<file path="src/hdl/mbrx_pkg.sv">
// ============================================================================
// mbrx_pkg
// Shared types, constants and the CRC-16 step for the request receiver.
// ============================================================================
package mbrx_pkg;

  // Write-many word limit and word store geometry
  localparam int MAX_WRITE_WORDS = 32;
  localparam int WORD_SLOTS      = 32;
  localparam int WORD_LIMIT      = (MAX_WRITE_WORDS < WORD_SLOTS) ? MAX_WRITE_WORDS
                                                                  : WORD_SLOTS;
  localparam int WADDR_W         = $clog2(WORD_SLOTS);
  localparam int CNT_W           = $clog2(WORD_LIMIT + 1);
  localparam int BPOS_W          = $clog2(2 * WORD_LIMIT) + 1;
  localparam int QUEUE_DEPTH     = 2;

  // Configuration port
  localparam int CFG_ADDR_W = 4;
  localparam int CFG_DATA_W = 32;
  localparam logic [1:0] REG_SLAVE_ADDR = 2'd0;
  localparam logic [1:0] REG_READ_CODE  = 2'd1;
  localparam logic [1:0] REG_ONE_CODE   = 2'd2;
  localparam logic [1:0] REG_MANY_CODE  = 2'd3;

  // CRC-16, reflected
  localparam logic [15:0] CRC_SEED = 16'hFFFF;
  localparam logic [15:0] CRC_POLY = 16'hA001;

  // Input selector
  localparam logic ITEM_BYTE = 1'b0;
  localparam logic ITEM_IDLE = 1'b1;

  typedef enum logic [2:0] {
    OUT_READ      = 3'd0,
    OUT_WRITE_ONE = 3'd1,
    OUT_WORD      = 3'd2,
    OUT_CRC_ERR   = 3'd3,
    OUT_ILLEGAL   = 3'd4,
    OUT_TOO_MANY  = 3'd5
  } outcome_t;

  typedef enum logic [3:0] {
    PH_HUNT = 4'd0,
    PH_FUNC = 4'd1,
    PH_HDR  = 4'd2,
    PH_DATA = 4'd3,
    PH_CRCL = 4'd4,
    PH_CRCH = 4'd5,
    PH_SKIP = 4'd6
  } phase_t;

  typedef enum logic [1:0] {
    KIND_READ = 2'd0,
    KIND_ONE  = 2'd1,
    KIND_MANY = 2'd2
  } kind_t;

  typedef enum logic [1:0] {
    B_IDLE = 2'd0,
    B_READ = 2'd1,
    B_OUT  = 2'd2
  } bstate_t;

  typedef struct packed {
    logic [7:0] slave_address;
    logic [7:0] read_code;
    logic [7:0] write_one_code;
    logic [7:0] write_many_code;
  } cfg_t;

  // One decoded request handed from front to back
  typedef struct packed {
    outcome_t         outcome;
    logic [7:0]       function_code;
    logic [15:0]      reg_address;
    logic [15:0]      count_or_value;
    logic             run;
    logic [CNT_W-1:0] n_words;
  } cmd_t;

  // One byte through the CRC-16 shift register
  function automatic logic [15:0] crc_feed(input logic [15:0] c, input logic [7:0] b);
    logic [15:0] x;
    x = c ^ {8'h00, b};
    for (int i = 0; i < 8; i++) begin
      if (x[0]) begin
        x = (x >> 1) ^ CRC_POLY;
      end else begin
        x = x >> 1;
      end
    end
    return x;
  endfunction

endpackage

</file>
<file path="src/hdl/modbus_rtu_request_receiver.sv">
// ============================================================================
// modbus_rtu_request_receiver
// Modbus RTU style request parser with CRC-16 check and write-many word run.
// ============================================================================
// The block takes one received byte (or one line-idle mark) per cycle on the
// in_ stream and reports decoded requests, CRC errors, illegal functions and
// over-long write-many counts on the out_ stream. Bytes are accepted at one
// per cycle; in_tready drops only while the two-entry command queue is full
// or while a write-many run is being drained from the 32-word payload
// memory. A single-result command goes from the command fetch straight to
// the output state of the result sequencer. For a write-many run of n words
// the command fetch issues the first memory read, and each word then takes
// one memory read state and one output state, held by any out_tready stall.
// Registers sit at byte addresses 0 (slave address), 4 (read code),
// 8 (write-one code) and 12 (write-many code) of the cfg_ APB port.
// ============================================================================
module modbus_rtu_request_receiver (
  input  logic                               clk,
  input  logic                               rst_n,
  // input stream
  input  logic                               in_tvalid,
  output logic                               in_tready,
  input  logic [7:0]                         in_tdata,   // [7:0] rx_byte
  input  logic                               in_tuser,   // [0] func (1 = idle gap)
  // result stream
  output logic                               out_tvalid,
  input  logic                               out_tready,
  // [7:0] function_code, [23:8] reg_address, [39:24] count_or_value,
  // [44:40] word_index, [60:45] word_value, [63:61] zero
  output logic [63:0]                        out_tdata,
  output logic [2:0]                         out_tuser,  // [2:0] outcome
  output logic                               out_tlast,
  // configuration
  input  logic                               cfg_psel,
  input  logic                               cfg_penable,
  input  logic                               cfg_pwrite,
  input  logic [mbrx_pkg::CFG_ADDR_W-1:0]    cfg_paddr,
  input  logic [mbrx_pkg::CFG_DATA_W-1:0]    cfg_pwdata,
  output logic [mbrx_pkg::CFG_DATA_W-1:0]    cfg_prdata,
  output logic                               cfg_pready
);

  import mbrx_pkg::*;

  cfg_t                cfg_r, cfg_nxt;
  logic                cfg_wr;
  logic [1:0]          reg_sel;
  logic [7:0]          rd_byte;

  logic                q_push, q_full, q_pop, q_valid, run_done;
  cmd_t                q_in_cmd, q_head_cmd;
  logic                ram_we, ram_re;
  logic [WADDR_W-1:0]  ram_waddr, ram_raddr;
  logic [15:0]         ram_wdata, ram_rdata;

  // register file
  assign cfg_pready = 1'b1;
  assign cfg_wr     = cfg_psel && cfg_penable && cfg_pwrite;
  assign reg_sel    = cfg_paddr[3:2];

  always_comb begin
    cfg_nxt = cfg_r;
    if (cfg_wr) begin
      unique case (reg_sel)
        REG_SLAVE_ADDR: cfg_nxt.slave_address   = cfg_pwdata[7:0];
        REG_READ_CODE:  cfg_nxt.read_code       = cfg_pwdata[7:0];
        REG_ONE_CODE:   cfg_nxt.write_one_code  = cfg_pwdata[7:0];
        REG_MANY_CODE:  cfg_nxt.write_many_code = cfg_pwdata[7:0];
        default:        cfg_nxt = cfg_r;
      endcase
    end
  end

  always_comb begin
    unique case (reg_sel)
      REG_SLAVE_ADDR: rd_byte = cfg_r.slave_address;
      REG_READ_CODE:  rd_byte = cfg_r.read_code;
      REG_ONE_CODE:   rd_byte = cfg_r.write_one_code;
      REG_MANY_CODE:  rd_byte = cfg_r.write_many_code;
      default:        rd_byte = '0;
    endcase
  end

  assign cfg_prdata = {(CFG_DATA_W - 8)'(0), rd_byte};

  always_ff @(posedge clk) begin
    if (!rst_n) begin
      cfg_r <= '{slave_address: 8'd1, read_code: 8'd4,
                 write_one_code: 8'd6, write_many_code: 8'd16};
    end else begin
      cfg_r <= cfg_nxt;
    end
  end

  // frame parser
  mbrx_front u_front (
    .clk       (clk),
    .rst_n     (rst_n),
    .cfg       (cfg_r),
    .in_tvalid (in_tvalid),
    .in_tready (in_tready),
    .in_tdata  (in_tdata),
    .in_tuser  (in_tuser),
    .q_push    (q_push),
    .q_cmd     (q_in_cmd),
    .q_full    (q_full),
    .run_done  (run_done),
    .ram_we    (ram_we),
    .ram_waddr (ram_waddr),
    .ram_wdata (ram_wdata)
  );

  // command queue
  mbrx_queue u_queue (
    .clk        (clk),
    .rst_n      (rst_n),
    .push       (q_push),
    .push_cmd   (q_in_cmd),
    .full       (q_full),
    .pop        (q_pop),
    .head_valid (q_valid),
    .head_cmd   (q_head_cmd)
  );

  // payload word store
  mbrx_ram #(
    .WIDTH (16),
    .DEPTH (WORD_SLOTS)
  ) u_words (
    .clk     (clk),
    .we      (ram_we),
    .waddr   (ram_waddr),
    .wdata   (ram_wdata),
    .re      (ram_re),
    .raddr   (ram_raddr),
    .rdata_r (ram_rdata)
  );

  // result sequencer
  mbrx_back u_back (
    .clk        (clk),
    .rst_n      (rst_n),
    .q_valid    (q_valid),
    .q_cmd      (q_head_cmd),
    .q_pop      (q_pop),
    .run_done   (run_done),
    .ram_re     (ram_re),
    .ram_raddr  (ram_raddr),
    .ram_rdata  (ram_rdata),
    .out_tvalid (out_tvalid),
    .out_tready (out_tready),
    .out_tdata  (out_tdata),
    .out_tuser  (out_tuser),
    .out_tlast  (out_tlast)
  );

endmodule

</file>
<file path="src/hdl/mbrx_ram.sv">
// ============================================================================
// mbrx_ram
// Generic single-write, single-read RAM with registered read data.
// ============================================================================
module mbrx_ram #(
  parameter int WIDTH = 16,
  parameter int DEPTH = 32
) (
  input  logic                     clk,
  input  logic                     we,
  input  logic [$clog2(DEPTH)-1:0] waddr,
  input  logic [WIDTH-1:0]         wdata,
  input  logic                     re,
  input  logic [$clog2(DEPTH)-1:0] raddr,
  output logic [WIDTH-1:0]         rdata_r
);

  logic [WIDTH-1:0] mem [DEPTH];

  // write port
  always_ff @(posedge clk) begin
    if (we) begin
      mem[waddr] <= wdata;
    end
  end

  // registered read port
  always_ff @(posedge clk) begin
    if (re) begin
      rdata_r <= mem[raddr];
    end
  end

endmodule

</file>
<file path="src/hdl/mbrx_queue.sv">
// ============================================================================
// mbrx_queue
// Short command FIFO between the frame parser and the result sequencer.
// ============================================================================
module mbrx_queue (
  input  logic          clk,
  input  logic          rst_n,
  input  logic          push,
  input  mbrx_pkg::cmd_t push_cmd,
  output logic          full,
  input  logic          pop,
  output logic          head_valid,
  output mbrx_pkg::cmd_t head_cmd
);

  import mbrx_pkg::*;

  localparam int PTR_W = (QUEUE_DEPTH > 1) ? $clog2(QUEUE_DEPTH) : 1;
  localparam int CNTQ_W = $clog2(QUEUE_DEPTH + 1);

  cmd_t              slots_r [QUEUE_DEPTH];
  logic [PTR_W-1:0]  wptr_r, wptr_nxt;
  logic [PTR_W-1:0]  rptr_r, rptr_nxt;
  logic [CNTQ_W-1:0] count_r, count_nxt;

  function automatic logic [PTR_W-1:0] ptr_inc(input logic [PTR_W-1:0] p);
    if (p == PTR_W'(QUEUE_DEPTH - 1)) begin
      return '0;
    end
    return p + PTR_W'(1);
  endfunction

  assign full       = (count_r == CNTQ_W'(QUEUE_DEPTH));
  assign head_valid = (count_r != '0);
  assign head_cmd   = slots_r[rptr_r];

  // pointer and fill count update
  always_comb begin
    wptr_nxt  = wptr_r;
    rptr_nxt  = rptr_r;
    count_nxt = count_r;
    if (push && !full) begin
      wptr_nxt = ptr_inc(wptr_r);
    end
    if (pop && head_valid) begin
      rptr_nxt = ptr_inc(rptr_r);
    end
    if ((push && !full) && !(pop && head_valid)) begin
      count_nxt = count_r + CNTQ_W'(1);
    end else if (!(push && !full) && (pop && head_valid)) begin
      count_nxt = count_r - CNTQ_W'(1);
    end
  end

  always_ff @(posedge clk) begin
    if (!rst_n) begin
      wptr_r  <= '0;
      rptr_r  <= '0;
      count_r <= '0;
    end else begin
      wptr_r  <= wptr_nxt;
      rptr_r  <= rptr_nxt;
      count_r <= count_nxt;
    end
  end

  // storage
  always_ff @(posedge clk) begin
    if (push && !full) begin
      slots_r[wptr_r] <= push_cmd;
    end
  end

endmodule

</file>
<file path="src/hdl/mbrx_front.sv">
// ============================================================================
// mbrx_front
// Frame parser: address match, function decode, header gather, payload
// store, CRC check; pushes one command per completed frame or illegal function code.
// ============================================================================
module mbrx_front (
  input  logic                          clk,
  input  logic                          rst_n,
  input  mbrx_pkg::cfg_t                cfg,
  input  logic                          in_tvalid,
  output logic                          in_tready,
  input  logic [7:0]                    in_tdata,
  input  logic                          in_tuser,
  output logic                          q_push,
  output mbrx_pkg::cmd_t                q_cmd,
  input  logic                          q_full,
  input  logic                          run_done,
  output logic                          ram_we,
  output logic [mbrx_pkg::WADDR_W-1:0]  ram_waddr,
  output logic [15:0]                   ram_wdata
);

  import mbrx_pkg::*;

  phase_t             phase_r, phase_nxt;
  logic [2:0]         field_cnt_r, field_cnt_nxt;
  logic [16:0]        bytes_left_r, bytes_left_nxt;
  logic [15:0]        crc_r, crc_nxt;
  logic [7:0]         crc_low_r, crc_low_nxt;
  logic [7:0]         held_func_r, held_func_nxt;
  logic [15:0]        held_addr_r, held_addr_nxt;
  logic [15:0]        held_count_r, held_count_nxt;
  kind_t              kind_r, kind_nxt;
  logic [BPOS_W-1:0]  byte_pos_r, byte_pos_nxt;
  logic [7:0]         hi_byte_r, hi_byte_nxt;
  logic               run_pending_r, run_pending_nxt;

  logic        accept;
  logic [7:0]  b;
  logic [15:0] crc_b;
  logic [2:0]  field_inc;
  logic        crc_ok;

  // hold off while the command queue is full or a write-many run drains the word store
  assign in_tready = !q_full && !run_pending_r;
  assign accept    = in_tvalid && in_tready;
  assign b         = in_tdata;
  assign crc_b     = crc_feed(crc_r, b);
  assign field_inc = field_cnt_r + 3'd1;
  assign crc_ok    = (crc_low_r == crc_r[7:0]) && (b == crc_r[15:8]);

  // parser next state
  always_comb begin
    phase_nxt      = phase_r;
    field_cnt_nxt  = field_cnt_r;
    bytes_left_nxt = bytes_left_r;
    crc_nxt        = crc_r;
    crc_low_nxt    = crc_low_r;
    held_func_nxt  = held_func_r;
    held_addr_nxt  = held_addr_r;
    held_count_nxt = held_count_r;
    kind_nxt       = kind_r;
    byte_pos_nxt   = byte_pos_r;
    hi_byte_nxt    = hi_byte_r;
    q_push         = 1'b0;
    q_cmd          = '{outcome: OUT_READ, function_code: held_func_r,
                       reg_address: held_addr_r, count_or_value: held_count_r,
                       run: 1'b0, n_words: '0};
    ram_we         = 1'b0;
    ram_waddr      = WADDR_W'(byte_pos_r >> 1);
    ram_wdata      = {hi_byte_r, b};

    if (accept) begin
      if (in_tuser == ITEM_IDLE) begin
        phase_nxt      = PH_HUNT;
        field_cnt_nxt  = '0;
        bytes_left_nxt = '0;
        crc_nxt        = CRC_SEED;
      end else begin
        unique case (phase_r)
          PH_HUNT: begin
            field_cnt_nxt = '0;
            if (b == cfg.slave_address) begin
              crc_nxt   = crc_feed(CRC_SEED, b);
              phase_nxt = PH_FUNC;
            end else begin
              phase_nxt = PH_SKIP;
            end
          end
          PH_FUNC: begin
            crc_nxt        = crc_b;
            held_func_nxt  = b;
            held_addr_nxt  = '0;
            held_count_nxt = '0;
            field_cnt_nxt  = '0;
            phase_nxt      = PH_HDR;
            // priority: read, then write one, then write many
            if (b == cfg.read_code) begin
              kind_nxt = KIND_READ;
            end else if (b == cfg.write_one_code) begin
              kind_nxt = KIND_ONE;
            end else if (b == cfg.write_many_code) begin
              kind_nxt = KIND_MANY;
            end else begin
              phase_nxt = PH_SKIP;
              q_push    = 1'b1;
              q_cmd     = '{outcome: OUT_ILLEGAL, function_code: b, reg_address: '0,
                            count_or_value: '0, run: 1'b0, n_words: '0};
            end
          end
          PH_HDR: begin
            crc_nxt = crc_b;
            case (field_cnt_r[1:0])
              2'd0:    held_addr_nxt  = {b, held_addr_r[7:0]};
              2'd1:    held_addr_nxt  = {held_addr_r[15:8], b};
              2'd2:    held_count_nxt = {b, held_count_r[7:0]};
              default: held_count_nxt = {held_count_r[15:8], b};
            endcase
            field_cnt_nxt = field_inc;
            if (field_inc >= 3'd4) begin
              field_cnt_nxt = '0;
              if (kind_r == KIND_MANY && held_count_nxt != '0) begin
                bytes_left_nxt = {held_count_nxt, 1'b0};
                byte_pos_nxt   = '0;
                phase_nxt      = PH_DATA;
              end else begin
                bytes_left_nxt = '0;
                phase_nxt      = PH_CRCL;
              end
            end
          end
          PH_DATA: begin
            crc_nxt = crc_b;
            // words are stored only when the run fits the limit
            if (held_count_r <= 16'(WORD_LIMIT)) begin
              if (!byte_pos_r[0]) begin
                hi_byte_nxt = b;
              end else begin
                ram_we = 1'b1;
              end
              byte_pos_nxt = byte_pos_r + BPOS_W'(1);
            end
            if (bytes_left_r != '0) begin
              bytes_left_nxt = bytes_left_r - 17'd1;
            end
            if (bytes_left_nxt == '0) begin
              phase_nxt = PH_CRCL;
            end
          end
          PH_CRCL: begin
            crc_low_nxt = b;
            phase_nxt   = PH_CRCH;
          end
          PH_CRCH: begin
            phase_nxt      = PH_HUNT;
            crc_nxt        = CRC_SEED;
            field_cnt_nxt  = '0;
            bytes_left_nxt = '0;
            q_push         = 1'b1;
            if (!crc_ok) begin
              q_cmd.outcome = OUT_CRC_ERR;
            end else if (kind_r == KIND_READ) begin
              q_cmd.outcome = OUT_READ;
            end else if (kind_r == KIND_ONE) begin
              q_cmd.outcome = OUT_WRITE_ONE;
            end else if (held_count_r == '0) begin
              q_cmd.outcome = OUT_WORD;
            end else if (held_count_r > 16'(WORD_LIMIT)) begin
              q_cmd.outcome = OUT_TOO_MANY;
            end else begin
              q_cmd.outcome = OUT_WORD;
              q_cmd.run     = 1'b1;
              q_cmd.n_words = CNT_W'(held_count_r);
            end
          end
          PH_SKIP: begin
          end
          default: begin
            phase_nxt = PH_HUNT;
          end
        endcase
      end
    end
  end

  // run interlock: set on a run push, cleared when the back end finishes it
  always_comb begin
    run_pending_nxt = run_pending_r;
    if (q_push && q_cmd.run) begin
      run_pending_nxt = 1'b1;
    end else if (run_done) begin
      run_pending_nxt = 1'b0;
    end
  end

  always_ff @(posedge clk) begin
    if (!rst_n) begin
      phase_r       <= PH_HUNT;
      field_cnt_r   <= '0;
      bytes_left_r  <= '0;
      crc_r         <= CRC_SEED;
      crc_low_r     <= '0;
      held_func_r   <= '0;
      held_addr_r   <= '0;
      held_count_r  <= '0;
      kind_r        <= KIND_READ;
      byte_pos_r    <= '0;
      run_pending_r <= 1'b0;
    end else begin
      phase_r       <= phase_nxt;
      field_cnt_r   <= field_cnt_nxt;
      bytes_left_r  <= bytes_left_nxt;
      crc_r         <= crc_nxt;
      crc_low_r     <= crc_low_nxt;
      held_func_r   <= held_func_nxt;
      held_addr_r   <= held_addr_nxt;
      held_count_r  <= held_count_nxt;
      kind_r        <= kind_nxt;
      byte_pos_r    <= byte_pos_nxt;
      run_pending_r <= run_pending_nxt;
    end
  end

  // high data byte staging
  always_ff @(posedge clk) begin
    hi_byte_r <= hi_byte_nxt;
  end

endmodule

</file>
<file path="src/hdl/mbrx_back.sv">
// ============================================================================
// mbrx_back
// Result sequencer: turns queued commands into result transactions, reading
// the word store one word at a time for a write-many run.
// ============================================================================
module mbrx_back (
  input  logic                          clk,
  input  logic                          rst_n,
  input  logic                          q_valid,
  input  mbrx_pkg::cmd_t                q_cmd,
  output logic                          q_pop,
  output logic                          run_done,
  output logic                          ram_re,
  output logic [mbrx_pkg::WADDR_W-1:0]  ram_raddr,
  input  logic [15:0]                   ram_rdata,
  output logic                          out_tvalid,
  input  logic                          out_tready,
  output logic [63:0]                   out_tdata,
  output logic [2:0]                    out_tuser,
  output logic                          out_tlast
);

  import mbrx_pkg::*;

  bstate_t     state_r, state_nxt;
  logic [4:0]  idx_r, idx_nxt;
  outcome_t    outcome_r, outcome_nxt;
  logic [7:0]  func_r, func_nxt;
  logic [15:0] addr_r, addr_nxt;
  logic [15:0] cv_r, cv_nxt;
  logic [15:0] wv_r, wv_nxt;
  logic        last_r, last_nxt;

  // next state and outputs
  always_comb begin
    state_nxt   = state_r;
    idx_nxt     = idx_r;
    outcome_nxt = outcome_r;
    func_nxt    = func_r;
    addr_nxt    = addr_r;
    cv_nxt      = cv_r;
    wv_nxt      = wv_r;
    last_nxt    = last_r;
    q_pop       = 1'b0;
    run_done    = 1'b0;
    ram_re      = 1'b0;
    ram_raddr   = '0;

    unique case (state_r)
      B_IDLE: begin
        if (q_valid) begin
          outcome_nxt = q_cmd.outcome;
          func_nxt    = q_cmd.function_code;
          addr_nxt    = q_cmd.reg_address;
          cv_nxt      = q_cmd.count_or_value;
          idx_nxt     = '0;
          if (q_cmd.run) begin
            ram_re    = 1'b1;
            state_nxt = B_READ;
          end else begin
            wv_nxt    = '0;
            last_nxt  = 1'b1;
            state_nxt = B_OUT;
          end
        end
      end
      B_READ: begin
        wv_nxt    = ram_rdata;
        last_nxt  = ((CNT_W'(idx_r) + CNT_W'(1)) == q_cmd.n_words);
        state_nxt = B_OUT;
      end
      B_OUT: begin
        if (out_tready) begin
          if (last_r) begin
            q_pop     = 1'b1;
            run_done  = q_cmd.run;
            state_nxt = B_IDLE;
          end else begin
            idx_nxt   = idx_r + 5'd1;
            ram_re    = 1'b1;
            ram_raddr = WADDR_W'(idx_nxt);
            state_nxt = B_READ;
          end
        end
      end
      default: begin
        state_nxt = B_IDLE;
      end
    endcase
  end

  always_ff @(posedge clk) begin
    if (!rst_n) begin
      state_r <= B_IDLE;
    end else begin
      state_r <= state_nxt;
    end
  end

  // result payload registers
  always_ff @(posedge clk) begin
    idx_r     <= idx_nxt;
    outcome_r <= outcome_nxt;
    func_r    <= func_nxt;
    addr_r    <= addr_nxt;
    cv_r      <= cv_nxt;
    wv_r      <= wv_nxt;
    last_r    <= last_nxt;
  end

  assign out_tvalid = (state_r == B_OUT);
  assign out_tuser  = outcome_r;
  assign out_tlast  = last_r;
  assign out_tdata  = {3'b000, wv_r, idx_r, cv_r, addr_r, func_r};

endmodule

</file>
<file path="config.mk">
export PLATFORM = sky130hd
export DESIGN_NAME = modbus_rtu_request_receiver
export DESIGN_NICKNAME = d
export VERILOG_FILES = /design/src/hdl/mbrx_pkg.sv /design/src/hdl/modbus_rtu_request_receiver.sv /design/src/hdl/mbrx_ram.sv /design/src/hdl/mbrx_queue.sv /design/src/hdl/mbrx_front.sv /design/src/hdl/mbrx_back.sv
export SDC_FILE = /design/constraint.sdc
export NUM_CORES = 1
export LEC_CHECK = 0
export BUFFER_PORTS_ARGS = -buffer_cell sky130_fd_sc_hd__buf_2
export CORE_MARGIN = 2
export CORE_UTILIZATION = 30
export DETAILED_ROUTE_END_ITERATION = 8
export GPL_ROUTABILITY_DRIVEN = 0
export PLACE_DENSITY = 0.47
export SLEW_MARGIN = 5
export SYNTH_ARGS = -nofsm -noshare
export SYNTH_HDL_FRONTEND = slang
export SYNTH_SLANG_ARGS = --single-unit
</file>
<file path="constraint.sdc">
create_clock -name clk -period 12.9 [get_ports clk]
set_input_delay 2.58 -clock clk [delete_from_list [all_inputs] [get_ports clk]]
set_output_delay 2.58 -clock clk [all_outputs]
set_load 0.02 [all_outputs]
</file>
; ---- After elaboration in Yosys (flattened, before gate mapping)
; Memory sizes are Yosys's and may differ from the RTL's. A register that Yosys moved wholly into a read port is not among the register bits.
; Cells that the tools add are included.
[word_totals]
register_bits = 209
ram_bits = 612
output_inout_bits = 103
elab_cells = 316
n_memories = 2
[memory_table]
columns = memory, words, width, rd, rd_clocked_by_memory_dff, wr, line
row1 = u_words.mem, 32, 16, 1, 1, 1, mbrx_ram.sv:18  ; logic [WIDTH-1:0] mem [DEPTH];
row2 = u_queue.slots_r, 2, 50, 1, 1, 1, mbrx_queue.sv:21  ; cmd_t slots_r [QUEUE_DEPTH];
[classes]
add_sub_neg = 9
order_cmp = 3
eq_ne = 38
muxes = 158
bitwise = 20
n_reduce_logical = 58
[ops]
columns = cell, n
row1 = 16-bit two-way mux, 51
row2 = 50-bit two-way mux, 5
row3 = 16-bit case mux with 2 select lines, 5
row4 = 17-bit two-way mux, 7
row5 = 7-bit two-way mux, 8
row6 = 17-bit case mux with 3 select lines, 1
row7 = 8-bit equality test, 6
row8 = 2-bit NOT with 3-bit output, 16
row9 = 16-bit case mux with 3 select lines, 1
row10 = 40-bit two-way mux, 1
row11 = 1-bit two-way mux, 39
row12 = 8-bit case mux with 4 select lines, 1
row13 = 3-bit two-way mux, 10
row14 = 5-bit two-way mux, 6
row15 = 7-bit case mux with 2 select lines, 2
row16 = 4-bit case mux with 6 select lines, 1
row17 = 4-bit two-way mux, 5
row18 = 3-bit AND reduction, 6
row19 = 17-bit zero test, 1
row20 = 17-bit nonzero test, 1
row21 = 17-bit by 1-bit subtractor with 17-bit output (second input constant), 1
row22 = 16-bit by 6-bit > comparator with 1-bit output (second input constant), 1
row23 = 16-bit by 6-bit <= comparator with 1-bit output (second input constant), 1
row24 = 16-bit zero test, 1
row25 = 39 further kinds, 109

; ---- Longest topological paths before layout
; Gate-level depths: netlist of the first run.
[depth]
word_depth = 48
depth_mapped = 12
depth_no_buf = 9

; ---- Hierarchy
; From an unflattened synthesis of the first run, not the netlist that was laid out.
[hier_totals]
cells_unflattened = 2486
area_unflattened_um2 = 35589.1
[by_module_without_submodules]
columns = mod, n_inst, cells_per_inst, area_each_um2
row1 = mbrx_ram, 1, 1143, 20694.8
row2 = mbrx_front, 1, 850, 6890.4
row3 = mbrx_queue, 1, 181, 3831.2
row4 = mbrx_back, 1, 151, 2516.2
row5 = modbus_rtu_request_receiver, 1, 161, 1656.6

; ---- Worst setup path after synthesis of the first run
; No wires, ideal clock.
[synth_timing]
path_type = input -> register
start = input in_tdata[1]
end = memory u_queue.slots_r[0][0] (netlist bit), enable pin
setup_time_ps = 465
arrival_ps = 6077
required_ps = 12435
setup_slack_ps = 6358
path_stages = 8
path_cell_list = clkbuf_1 buf_2 xnor2_1 nand4_1 nor2_1 nor3_1 o21a_1 nor2b_1
[synth_via]
elab_chain_cells = 10
elab_cells_between_ends = 12
classes_between = eq/ne (3) / mux (8) / reduce/logical (1)
[synth_lines]
columns = element, line
row1 = "start, declared", modbus_rtu_request_receiver.sv:23  ; input logic [7:0] in_tdata,
row2 = 8-bit equality test, mbrx_front.sv:102  ; end else if (b == cfg.write_many_code) begin
row3 = 1-bit two-way mux, mbrx_front.sv:102
row4 = 1-bit two-way mux, mbrx_front.sv:100  ; end else if (b == cfg.write_one_code) begin
row5 = 1-bit two-way mux (*), mbrx_front.sv:98  ; if (b == cfg.read_code) begin
row6 = 1-bit case mux with 2 select lines (*), mbrx_front.sv:80  ; unique case (phase_r)
row7 = 1-bit two-way mux (*), mbrx_front.sv:74  ; if (in_tuser == ITEM_IDLE) begin
row8 = 1-bit two-way mux (*), mbrx_front.sv:73  ; if (accept) begin
row9 = 1-bit logical AND (*), mbrx_queue.sv:69  ; if (push && !full) begin
row10 = 1-bit two-way mux (*), mbrx_queue.sv:69
row11 = 1-bit two-way mux (implied by the code) (*), mbrx_queue.sv:70  ; slots_r[wptr_r] <= push_cmd;
row12 = "end, declared", mbrx_queue.sv:21
; Mark *: on every way between the ends. The rest lies on a longest branch, timed or not.

; ---- Worst setup path after layout of the first run
[layout_timing]
start = input cfg_paddr[2] (netlist bit)
end = output cfg_prdata[0] (netlist bit)
[layout_via]
elab_chain_cells = 2
elab_cells_between_ends = 5
classes_between = eq/ne (3) / mux (1) / reduce/logical (1)
[layout_lines]
columns = element, line
row1 = "start, declared", modbus_rtu_request_receiver.sv:37  ; input logic [mbrx_pkg::CFG_ADDR_W-1:0] cfg_paddr,
row2 = 2-bit equality test (tied with other cells), modbus_rtu_request_receiver.sv:75  ; unique case (reg_sel)
row3 = 8-bit case mux with 4 select lines (*), modbus_rtu_request_receiver.sv:75
row4 = "end, declared", modbus_rtu_request_receiver.sv:39  ; output logic [mbrx_pkg::CFG_DATA_W-1:0] cfg_prdata,
; Marks and branches as above.

==> results of run 1 <==
state kept, by name, indices dropped and copies added (netlist names), 3 cells and up, named ones only:
register,cells
u_front.field_cnt_r,3
u_back.out_tuser,3
u_queue.slots_r,100
u_front.crc_low_r,8
u_back.addr_r,16
u_back.func_r,8
u_front.held_func_r,8
cfg_r,32
u_back.idx_r,5
u_back.cv_r,16
u_front.held_count_r,16
u_front.byte_pos_r,6
u_words.rdata_r,16
u_front.hi_byte_r,8
u_back.wv_r,16
u_front.phase_r,3
u_front.crc_r,16
u_front.bytes_left_r,17
u_words.mem,512
u_front.held_addr_r,16
cells in the final DEF (no fill, tap or decap), types with 24 or more instances in the layout:
master	Yosys	final
a22oi_1	26	26
and2_1	80	79
buf_2	18	100
buf_4	33	58
clkbuf_16	0	89
conb_1	2	28
dfxtp_1	135	134
edfxtp_1	701	701
mux2_2	60	60
mux2i_1	65	65
mux4_2	104	104
nand2_1	101	100
nand3_1	24	24
nor2_1	106	104
nor2b_1	76	75
nor3_1	29	28
o21ai_0	77	77
o21ai_1	46	46
o221ai_1	65	65
o22ai_1	72	72
xnor2_1	61	61
xor2_1	31	31
path summary, 6_finish.rpt:
kind              depth (start not counted)                                     to                             startpoint  slack [ps]
hold / removal                            2  u_front.bytes_left_r[14]$_SDFFE_PN0P_  u_front.bytes_left_r[14]$_SDFFE_PN0P_         500
setup reg to reg                          6           u_words.rdata_r[1]$_DFFE_PP_          u_back.idx_r[0]$_SDFFCE_PN0P_        8650
setup / recovery                          3                          cfg_prdata[0]                           cfg_paddr[2]        6670
hold reg to reg                           2  u_front.bytes_left_r[14]$_SDFFE_PN0P_  u_front.bytes_left_r[14]$_SDFFE_PN0P_         500
through the flow:
step | total power [µW] | util (%) | hold WS [ps] | setup WS (ps)
2_1_floorplan | 3083 | - | 449.1 | 6358
3_3_place_gp | 3130 | 32.08 | 468.3 | 6454
3_5_place_dp | 3133 | 32.08 | 471.5 | 6297
4_1_cts | 5763 | 34.73 | 482.8 | 6651
5_1_grt | 5875 | 34.73 | 496.7 | 6638
6_report | 5689 | 34.74 | 502.8 | 6675
power by group through the flow:
stage          registers, µW  clock network [µW]  logic, µW
2_1_floorplan           2980                   0        108
3_3_place_gp            2980                   0        154
3_5_place_dp            2980                   0        157
4_1_cts                 2920                2690        157
5_1_grt                 2920                2790        170
6_report                2920                2610        156
worst reg2reg max path, cell delays in order (launching register included):
cell,delay (ps)
edfxtp_1,550
inv_4,320
nand2_4,740
buf_12,740
mux4_2,750
mux4_2,570
mux2_2,320
final cells by class:
class / count / area (µm²) / share of cell area, %
Clock inverter: 54 / 644.4 / 1.624
Multi-Input combinational cell: 1236 / 9963 / 25.12
Sequential cell: 836 / 23750 / 59.88
Timing Repair Buffer: 160 / 975.9 / 2.460
Clock buffer: 111 / 2380 / 5.999
Tap cell: 1512 / 1892 / 4.769
Inverter: 13 / 51.30 / 0.1293
Antenna cell: 4 / 10.01 / 0.02523
cells by family (layout without fill, tap and decap cells):
family,count (synthesis),after routing,synth area share [%]
multiplexers,237,237,10.91
AND/OR/NAND/NOR,489,489,7.274
buffers and inverters,188,338,2.604
other,2,32,0.02180
AO/OA/AOI/OAI,376,376,7.259
adder cells (fa/ha/maj),9,9,0.3268
flip-flops,836,836,68.94
XOR/XNOR,97,97,2.666
layer usage:
layer | routed length [µm] | part of all wire, % | up-vias
li1 | - | - | 8823
met1 | 38560 | 45 | 9868
met2 | 41000 | 48 | 504
met3 | 4111 | 4.8 | 117
met4 | 1821 | 2.1 | 0
met5 | 0 | 0 | -
==> run summary, run 1 <==
• **most instantiated cells after synthesis** edfxtp_1 (701), dfxtp_1 (135), clkbuf_1 (106), nor2_1 (106), mux4_2 (104)
• **die span in y** 342.9 µm
• **synthesis-stage register bit count** 836
• **Buffers on Ports** 100
• **RSZ-0062 raised after global routing** false
• **time the worst path needs with I/O delays and setup** 6225 ps
• **most frequently used cell type in the post-synthesis netlist** edfxtp_1
• **Final Skew** 51.52 ps
• **CTS clock-pin slew for the worst setup and hold paths** 60 ps
• **area of all placed cells without fillers** 39,670 µm²
• **global-route congestion overflow total** 0
• **type of origin of the critical path** primary input
• **net switching power** 1186 µW
• **CP top delay family** multiplexers
• **CP cell instances** buf_2 > mux4_2 > buf_2
• **Top FF cell, synth** edfxtp_1
• **net switching share of the total power** 20.84%
• **routed vias** 19,310
• **cell at the root of the clock tree** clkbuf_16
• **Max VDD drop** 0.00008958 V
• **largest fanout of any net on the critical path** 12
• **number of enable flip-flop cells after synthesis** 701
• **post-route fraction of the period consumed by the critical path** 48.26%
• **Synth Instances** 2,234
• **Crit. End Element** output port
• **total global routing track utilization** 14.39%
• **logic gate share of total power** 2.7%
• **hold_buf cts** 0
• **first-pass iteration count of the detailed router** 5
• **leakage dissipation** 0.01264 µW
• **cell seen most often among critical-path stages** buf_2
• **number of buffers inserted by post-CTS setup repair** 0
• **via-per-instance ratio** 4.919
• **initial antenna violation count** 5
• **CTS sink count** 836
• **Layout Cells excl Fill** 3,926
• **pin count of the biggest net entering global routing** 193
• **sequential-to-total area share from yosys stat** 68.94%
• **count of distinct cell types in the synthesized netlist** 70
• **count of final setup violators** 0
• **GR met1 Demand/Resource** 19.41%
• **post-CTS sizing** 0
• **standard cell with the maximum stage delay on the critical path** mux4_2
• **worst-margin pin slew** 1215 ps
• **layout filler cell count** 10,880
• **count of buffering cells on the critical path with inverters included** 2
• **outcome** complete, no violations
• **number of cells in the design after placement** 3,757
• **die outline area** 117,600 µm²
• **number of hold violations in the final report** 0
• **x dimension of the die** 342.9 µm
• **Cell Pwr Density** 143.4 nW/µm²
• **clock share of power** 45.9%
• **relative slew slack** 18.38%
• **longest individual stage delay on the worst path** 570 ps
• **placement-stage cell area** 36,640 µm²
• **layer with the highest usage after global routing** met2
• **clock latency of the later-clocked register in the worst-skew pair** 680 ps
• **share of post-route cells with drive strength above 1** 19.54%
• **Crit path required time** 10,320 ps
• **async set-reset flop share out of synthesis** 0%
• **Reg power frac** 51.3%
• **path class of the lowest-slack min-delay path** reg2reg
• **setup TNS after final layout** 0 ps
• **Yosys warning total** 0
• **first-pass GRT wire length** 127.0 mm
• **detailed placer's ending HPWL** 48.68 mm
• **fraction of post-synthesis cell area in the top cell type by area** 61.10%
• **clock buffer count from CTS** 89
• **number of H-tree levels** 3
• **P_int** 4503 µW
• **number of global-route vias before repair** 19,620
• **fin nets** 2,397
• **mapped cell area** 34,450 µm²
• **worst endpoint data arrival time** 3650 ps
• **number of nets with antenna violations after detailed routing** 0
• **max cap viols** 0
• **cell row count** 124
• **Remaining DRCs** 0
• **total core area** 114,200 µm²
• **most area-consuming cells after synthesis** edfxtp_1 (61%), dfxtp_1 (7.8%), mux4_2 (6.8%)
• **Synth-to-Final Area Change** 15.14%
• **CTS tree** yes
• **Max Clk Rate** 160.6 MHz
• **ports placed on the boundary** 155
• **max-slew violation total from the final report** 0
• **Routed WL** 85.49 mm
• **detailed-route wire length per cell** 21.77 µm
• **worst setup path class** in2out
• **buffer depth of the longest clock path** 3
• **largest area contributor in the netlist** edfxtp_1
• **synthesized area per cell** 15.42 µm²
• **met2 usage** 23.79%
• **starting density of the core** 30.17%
• **DRC violation total after the first TritonRoute iteration** 1,510
• **met3 Use GR** 2.443%
Note: power is estimated with default switching activity, not from simulation.
==> run 2, diff against run 1 <==
==> constraint.sdc (replaced) <==
create_clock -name clk -period 6.1 [get_ports clk]
set_input_delay 1.22 -clock clk [delete_from_list [all_inputs] [get_ports clk]]
set_output_delay 1.22 -clock clk [all_outputs]
set_load 0.02 [all_outputs]
==> run 2 against run 1 <==
Global-route usage grew 0.096 points. Clock-buffer cell count grew 7. Worst hold slack lost 6.3 ps. Routed wire length grew 0.70%. Clock skew shrank 15 ps. Sequential share of layout area grew 0.21 points. Non-clock buffer count grew 13. Setup slack lost 4400 ps. Total power grew 100%. Combinational power grew 110%.
==> run summary, run 2 (synthesis results as in run 1) <==
• **post-layout worst setup margin** 2320 ps, -4355 ps
• **leakage dissipation** 0.01258 µW, -0.48%
• **Max VDD drop** 0.0002129 V, +140%
• **CTS tree** yes
• **Largest register FFs** 512, unchanged
• **Synth-to-Final Area Change** 14.73%
• **post-route fraction of the period consumed by the critical path** 61.97%
• **starting density of the core** 30.17%, unchanged
• **registers with the most flip-flops** u_words.mem: 512 flops, u_queue.slots_r: 100 flops, cfg_r: 32 flops
• **CTS clock-pin slew for the worst setup and hold paths** 60 ps, about the same
• **hold_buf cts** 0, unchanged
• **number of nets with antenna violations after detailed routing** 0, unchanged
• **first-pass iteration count of the detailed router** 7, +2
• **total global routing track utilization** 14.49%, +0.096 points
• **max-slew violation total from the final report** 0, unchanged
• **clock buffer count from CTS** 88, -1.1%
• **Buffers on Ports** 100, unchanged
• **relative slew slack** 19.59%, +1.2 points
• **type of origin of the critical path** flop
• **Cell Pwr Density** 292.7 nW/µm², +100%
• **count of buffering cells on the critical path with inverters included** 2, unchanged
• **Remaining DRCs** 0, unchanged
• **number of H-tree levels** 3, unchanged
• **worst endpoint data arrival time** 4180 ps, +530 ps
• **pin count of the biggest net entering global routing** 99, -49%
• **max cap viols** 0, unchanged
• **Max Clk Rate** 264.5 MHz
• **clock share of power** 43.8%, -2.1 points
• **initial antenna violation count** 9, +4
• **global-route congestion overflow total** 0, unchanged
• **most used cells in the layout excluding fill and tap cells** edfxtp_1 (701), dfxtp_1 (134), nor2_1 (104), mux4_2 (104)
• **cell seen most often among critical-path stages** mux4_2
• **post-CTS sizing** 0, unchanged
• **Final Skew** 36.03 ps, -15.49 ps
• **CTS sink count** 836, unchanged
• **die span in y** 342.9 µm, unchanged
• **Reg power frac** 53.4%, +2.1 points
• **logic gate share of total power** 2.9%, +0.2 points
• **largest fanout of any net on the critical path** 65, +53
• **Routed WL** 86.09 mm, +0.70%
• **layout filler cell count** 10,840, -0.42%
• **net switching power** 2451 µW, +110%
• **detailed-route wire length per cell** 21.89 µm, +0.52%
• **most common cell after layout, fill and taps aside** edfxtp_1
• **path class of the lowest-slack min-delay path** reg2reg
• **fin nets** 2,409, +0.50%
• **first-pass GRT wire length** 127.3 mm, +0.24%
• **cell row count** 124, unchanged
• **CP top delay family** multiplexers
• **routed vias** 19,420, +0.56%
• **worst-margin pin slew** 1204 ps, -11.35 ps
• **ports placed on the boundary** 155, unchanged
• **worst setup path class** reg2reg
• **n_diodes** 0, -4
• **clock latency of the later-clocked register in the worst-skew pair** 650 ps, -30 ps
• **outcome** complete, no violations
• **buffer depth of the longest clock path** 3, unchanged
• **net switching share of the total power** 21.19%, +0.34 points
• **standard cell with the maximum stage delay on the critical path** inv_4
• **cell at the root of the clock tree** clkbuf_16
• **number of global-route vias before repair** 19,450, -0.84%
• **DRC violation total after the first TritonRoute iteration** 1,702, +13%
• **P_int** 9118 µW, +100%
• **detailed placer's ending HPWL** 51.92 mm, +6.7%
• **share of post-route cells with drive strength above 1** 19.37%, -0.17 points
• **largest reg by FF count** u_words.mem
• **Crit. End Element** flop
• **worst slack at placement** 1624 ps, -4674 ps
• **CP cell instances** inv_4 > nand2_4 > buf_4 > mux4_2 > mux4_2 > mux2_2
• **via-per-instance ratio** 4.938, +0.39%
• **longest individual stage delay on the worst path** 600 ps, +30 ps
• **die outline area** 117,600 µm², unchanged
• **number of hold violations in the final report** 0, unchanged
• **time the worst path needs with I/O delays and setup** 3780 ps
• **x dimension of the die** 342.9 µm, unchanged
• **setup TNS after final layout** 0 ps, unchanged
• **number of buffers inserted by post-CTS setup repair** 0, unchanged
• **Crit path required time** 6500 ps, -3820 ps
• **count of final setup violators** 0, unchanged
• **total core area** 114,200 µm², unchanged
• **RSZ-0062 raised after global routing** false
## run 2: power groups by stage
stage / sequential, µW / combinational (µW) / clock [µW]
global route: 6170 / 361 / 5440
global placement: 6290 / 327 / 0
detailed placement: 6290 / 332 / 0
floorplan: 6290 / 228 / 0
finish: 6170 / 330 / 5070
CTS: 6170 / 333 / 5210
## run 2: stage by stage
step           cells  hold WS (ps)  area, µm²  power, µW  util (%)
6_report        3933         496.5      39530      11570     34.62
5_1_grt         3933         535.6      39530      11970     34.62
4_1_cts         3933         494.7      39530      11720     34.62
3_5_place_dp    3770         482.0      36780       6626     32.21
3_3_place_gp    3770         465.6      36780       6620     32.21
2_1_floorplan   2260         449.1      34550       6519         -
## run 2: worst reg2reg max path, stage by stage (launching register included)
cell,delay (ps)
edfxtp_1,540
inv_4,610
nand2_4,500
buf_4,460
mux4_2,520
mux4_2,600
mux2_2,310
## run 2: routing by layer
layer | wire, µm | GRT usage [%] | part of all wire [%] | vias up
li1 | - | - | - | 8825
met1 | 39350 | 20.11 | 46 | 9951
met2 | 39840 | 23.03 | 46 | 518
met3 | 5001 | 2.953 | 5.8 | 119
met4 | 1845 | 4.048 | 2.1 | 8
met5 | 46 | 0 | 0.053 | -
## run 2: worst paths after layout
check	slack (ps)	endpoint	depth (start not counted)	startpoint
setup / recovery	2320	u_words.rdata_r[7]$_DFFE_PP_	6	u_back.idx_r[0]$_SDFFCE_PN0P_
hold / removal	500	u_front.bytes_left_r[14]$_SDFFE_PN0P_	2	u_front.bytes_left_r[14]$_SDFFE_PN0P_
setup reg to reg	2320	u_words.rdata_r[7]$_DFFE_PP_	6	u_back.idx_r[0]$_SDFFCE_PN0P_
hold reg to reg	500	u_front.bytes_left_r[14]$_SDFFE_PN0P_	2	u_front.bytes_left_r[14]$_SDFFE_PN0P_
## run 2: final cells by class
class / instances / area (µm²) / share of cell area [%]
Sequential cell: 836 / 23750 / 60.09
Timing Repair Buffer: 173 / 1124 / 2.842
Tap cell: 1512 / 1892 / 4.786
Clock inverter: 45 / 400.4 / 1.013
Clock buffer: 118 / 2345 / 5.932
Multi-Input combinational cell: 1236 / 9963 / 25.20
Inverter: 13 / 51.30 / 0.1298
==> run 3, diff against run 2 <==
--- a/config.mk
+++ b/config.mk
@@ -10,7 +10,7 @@
 export CORE_UTILIZATION = 30
 export DETAILED_ROUTE_END_ITERATION = 8
 export GPL_ROUTABILITY_DRIVEN = 0
-export PLACE_DENSITY = 0.47
+export PLACE_DENSITY = 0.48
 export SLEW_MARGIN = 5
 export SYNTH_ARGS = -nofsm -noshare
 export SYNTH_HDL_FRONTEND = slang
==> constraint.sdc (replaced) <==
create_clock -name clk -period 3.4 [get_ports clk]
set_input_delay 0.68 -clock clk [delete_from_list [all_inputs] [get_ports clk]]
set_output_delay 0.68 -clock clk [all_outputs]
set_load 0.02 [all_outputs]
==> run 3 against run 2 <==
Critical path depth increased by 2. Largest power group unchanged. Flip-flop and latch count unchanged. Highest routed layer unchanged. Clock power increased by 86%. Combinational power increased by 87%. Register-to-register slack got worse by 2000 ps. Cell area increased by 2.7%. Utilization increased by 0.95 points. Critical path type unchanged. Non-clock buffer count increased by 57. Total power increased by 82%. Final cell count increased by 1.3%.
==> run summary, run 3 (synthesis results as in run 1) <==
• **fin nets** 2,465, +2.3%
• **detailed-route wire length per cell** 21.66 µm, -1.0%
• **Buffers on Ports** 100, unchanged
• **clock buffer count from CTS** 87, -1.1%
• **clock latency of the later-clocked register in the worst-skew pair** 650 ps, about the same
• **outcome** complete, no violations
• **standard cell with the maximum stage delay on the critical path** a2111o_1
• **path class of the lowest-slack min-delay path** in2reg
• **cell at the root of the clock tree** clkbuf_16
• **Crit. End Element** flop
• **pin count of the biggest net entering global routing** 129, +30%
• **buffer depth of the longest clock path** 3, unchanged
• **number of buffers inserted by post-CTS setup repair** 0, unchanged
• **CP cell instances** nor4_1 > nand2_1 > a2111o_1 > nor3_1 > and3_1 > nand2_1 > nor2_1 > buf_12
• **DRC violation total after the first TritonRoute iteration** 1,393, -18%
• **post-CTS sizing** 0, unchanged
• **max cap viols** 0, unchanged
• **relative slew slack** 17.30%, -2.3 points
• **Max Clk Rate** 326.6 MHz, +23%
• **largest reg by FF count** u_words.mem
• **number of nets with antenna violations after detailed routing** 0, unchanged
• **Largest register FFs** 512, unchanged
• **area of the multi-input gates** 9965 µm², about the same
• **layout filler cell count** 10,890, +0.45%
• **CTS tree** yes
• **Final Skew** 36.98 ps, +0.9427 ps
• **Synth-to-Final Area Change** 17.86%
• **registers with the most flip-flops** u_words.mem: 512 flops, u_queue.slots_r: 100 flops, cfg_r: 32 flops
• **cell row count** 124, unchanged
• **initial antenna violation count** 8, -1
• **detailed placer's ending HPWL** 54.04 mm, +4.1%
• **most used cells in the layout excluding fill and tap cells** edfxtp_1 (701), dfxtp_1 (134), nor2_1 (104), mux4_2 (104)
• **worst-margin pin slew** 1240 ps, +36.80 ps
• **total global routing track utilization** 14.47%, -0.016 points
• **ports placed on the boundary** 155, unchanged
• **CTS sink count** 836, unchanged
• **count of final setup violators** 0, unchanged
• **cell count of the worst hold path** 3, +1
• **longest individual stage delay on the worst path** 500 ps, -100 ps
• **Cell Pwr Density** 519.8 nW/µm², +78%
• **type of origin of the critical path** flop
• **CTS clock-pin slew for the worst setup and hold paths** 60 ps, about the same
• **via-per-instance ratio** 4.875, -1.3%
• **routed vias** 19,420, -0.015%
• **Max VDD drop** 0.0003732 V, +75%
• **Remaining DRCs** 0, unchanged
• **area of all placed cells without fillers** 40,610 µm², +2.7%
• **post-route fraction of the period consumed by the critical path** 90.07%, +28 points
• **register cell area after layout** 23,750 µm², unchanged
• **largest fanout of any net on the critical path** 14, -78%
• **first-pass iteration count of the detailed router** 5, -2
• **post-layout worst setup margin** 337.7 ps, -1982 ps
• **placement-stage cell area** 37,800 µm², +2.8%
• **first-pass GRT wire length** 127.5 mm, +0.10%
• **total core area** 114,200 µm², unchanged
• **Crit path required time** 3740 ps, -2760 ps
• **number of hold violations in the final report** 0, unchanged
• **worst endpoint data arrival time** 3400 ps, -780 ps
• **share of post-route cells with drive strength above 1** 21.42%, +2.0 points
• **hold_buf cts** 0, unchanged
• **die outline area** 117,600 µm², unchanged
• **cell seen most often among critical-path stages** nand2_1
• **r2r worst-path depth** 8, +2
• **x dimension of the die** 342.9 µm, unchanged
• **global-route congestion overflow total** 0, unchanged
• **worst slack at placement** -1.006 ps, -1625 ps
• **worst setup path class** reg2reg
• **starting density of the core** 30.17%, unchanged
• **RSZ-0062 raised after global routing** false
• **most common cell after layout, fill and taps aside** edfxtp_1
• **number of global-route vias before repair** 19,710, +1.3%
• **Power, Total** 21,110 µW, +82%
• **number of H-tree levels** 3, unchanged
• **leakage dissipation** 0.01304 µW, +3.6%
• **die span in y** 342.9 µm, unchanged
• **Routed WL** 86.28 mm, +0.23%
• **max-slew violation total from the final report** 0, unchanged
• **time the worst path needs with I/O delays and setup** 3062 ps, -717.9 ps
## run 3: changes by cell type in the layout (fill, tap and decap cells not counted), sizes merged
| cell | before | now |
|---|---|---|
| buf | 173 | 230 |
| bufinv | 3 | 10 |
| clkbuf | 118 | 104 |
| clkinv | 39 | 36 |
| clkinvlp | 0 | 3 |
| diode | 0 | 1 |
| inv | 16 | 15 |
## run 3: layout make-up
| type | instances | share of cell area [%] |
|---|---|---|
| clock inverter | 51 | 1.365 |
| clock buffer | 104 | 5.543 |
| sequential | 836 | 58.49 |
| antenna | 1 | 0.006162 |
| inverter | 13 | 0.1263 |
| timing repair buffer | 230 | 5.269 |
| tap | 1512 | 4.659 |
| multi-input combinational | 1236 | 24.54 |
## run 3: stage by stage
step / cells / setup TNS [ps] / hold slack, ps / utilization (%)
final: 3983 / 0 / 337.5 / 35.56
after detailed placement: 3827 / -1.996 / 494.3 / 33.10
after global routing: 3982 / 0 / 335.3 / 35.56
after CTS: 3982 / 0 / 306.7 / 35.56
after floorplan: 2260 / 0 / 449.1 / -
after global placement: 3827 / 0 / 478.9 / 33.10
## run 3: worst paths after layout
kind                                          from                                     to  slack (ps)
min reg2reg  u_front.bytes_left_r[14]$_SDFFE_PN0P_  u_front.bytes_left_r[14]$_SDFFE_PN0P_         500
min                                  cfg_pwdata[2]                 cfg_r[10]$_SDFFE_PN1P_         340
max          u_front.held_count_r[11]$_SDFFE_PN0P_          u_words.mem[20][11]$_DFFE_PP_         340
max reg2reg  u_front.held_count_r[11]$_SDFFE_PN0P_          u_words.mem[20][11]$_DFFE_PP_         340
## run 3: power breakdown
group,internal (µW),switching [µW]
clock,5490,3930
combinational,218,398
sequential,11000,34.1
total,16700,4360
## run 3: critical path: cells and delay by family, from the launching register on
kind                   cells  cell delay (ps)
AO/OA/AOI/OAI              1              500
flip-flops                 1              340
buffers and inverters      1              230
AND/OR/NAND/NOR            6             1670
## run 3: metal layers
layer	routed length [µm]	track usage, %
met1	38740	19.49
met2	41190	23.91
met3	4209	2.571
met4	2084	4.212
met5	53	0
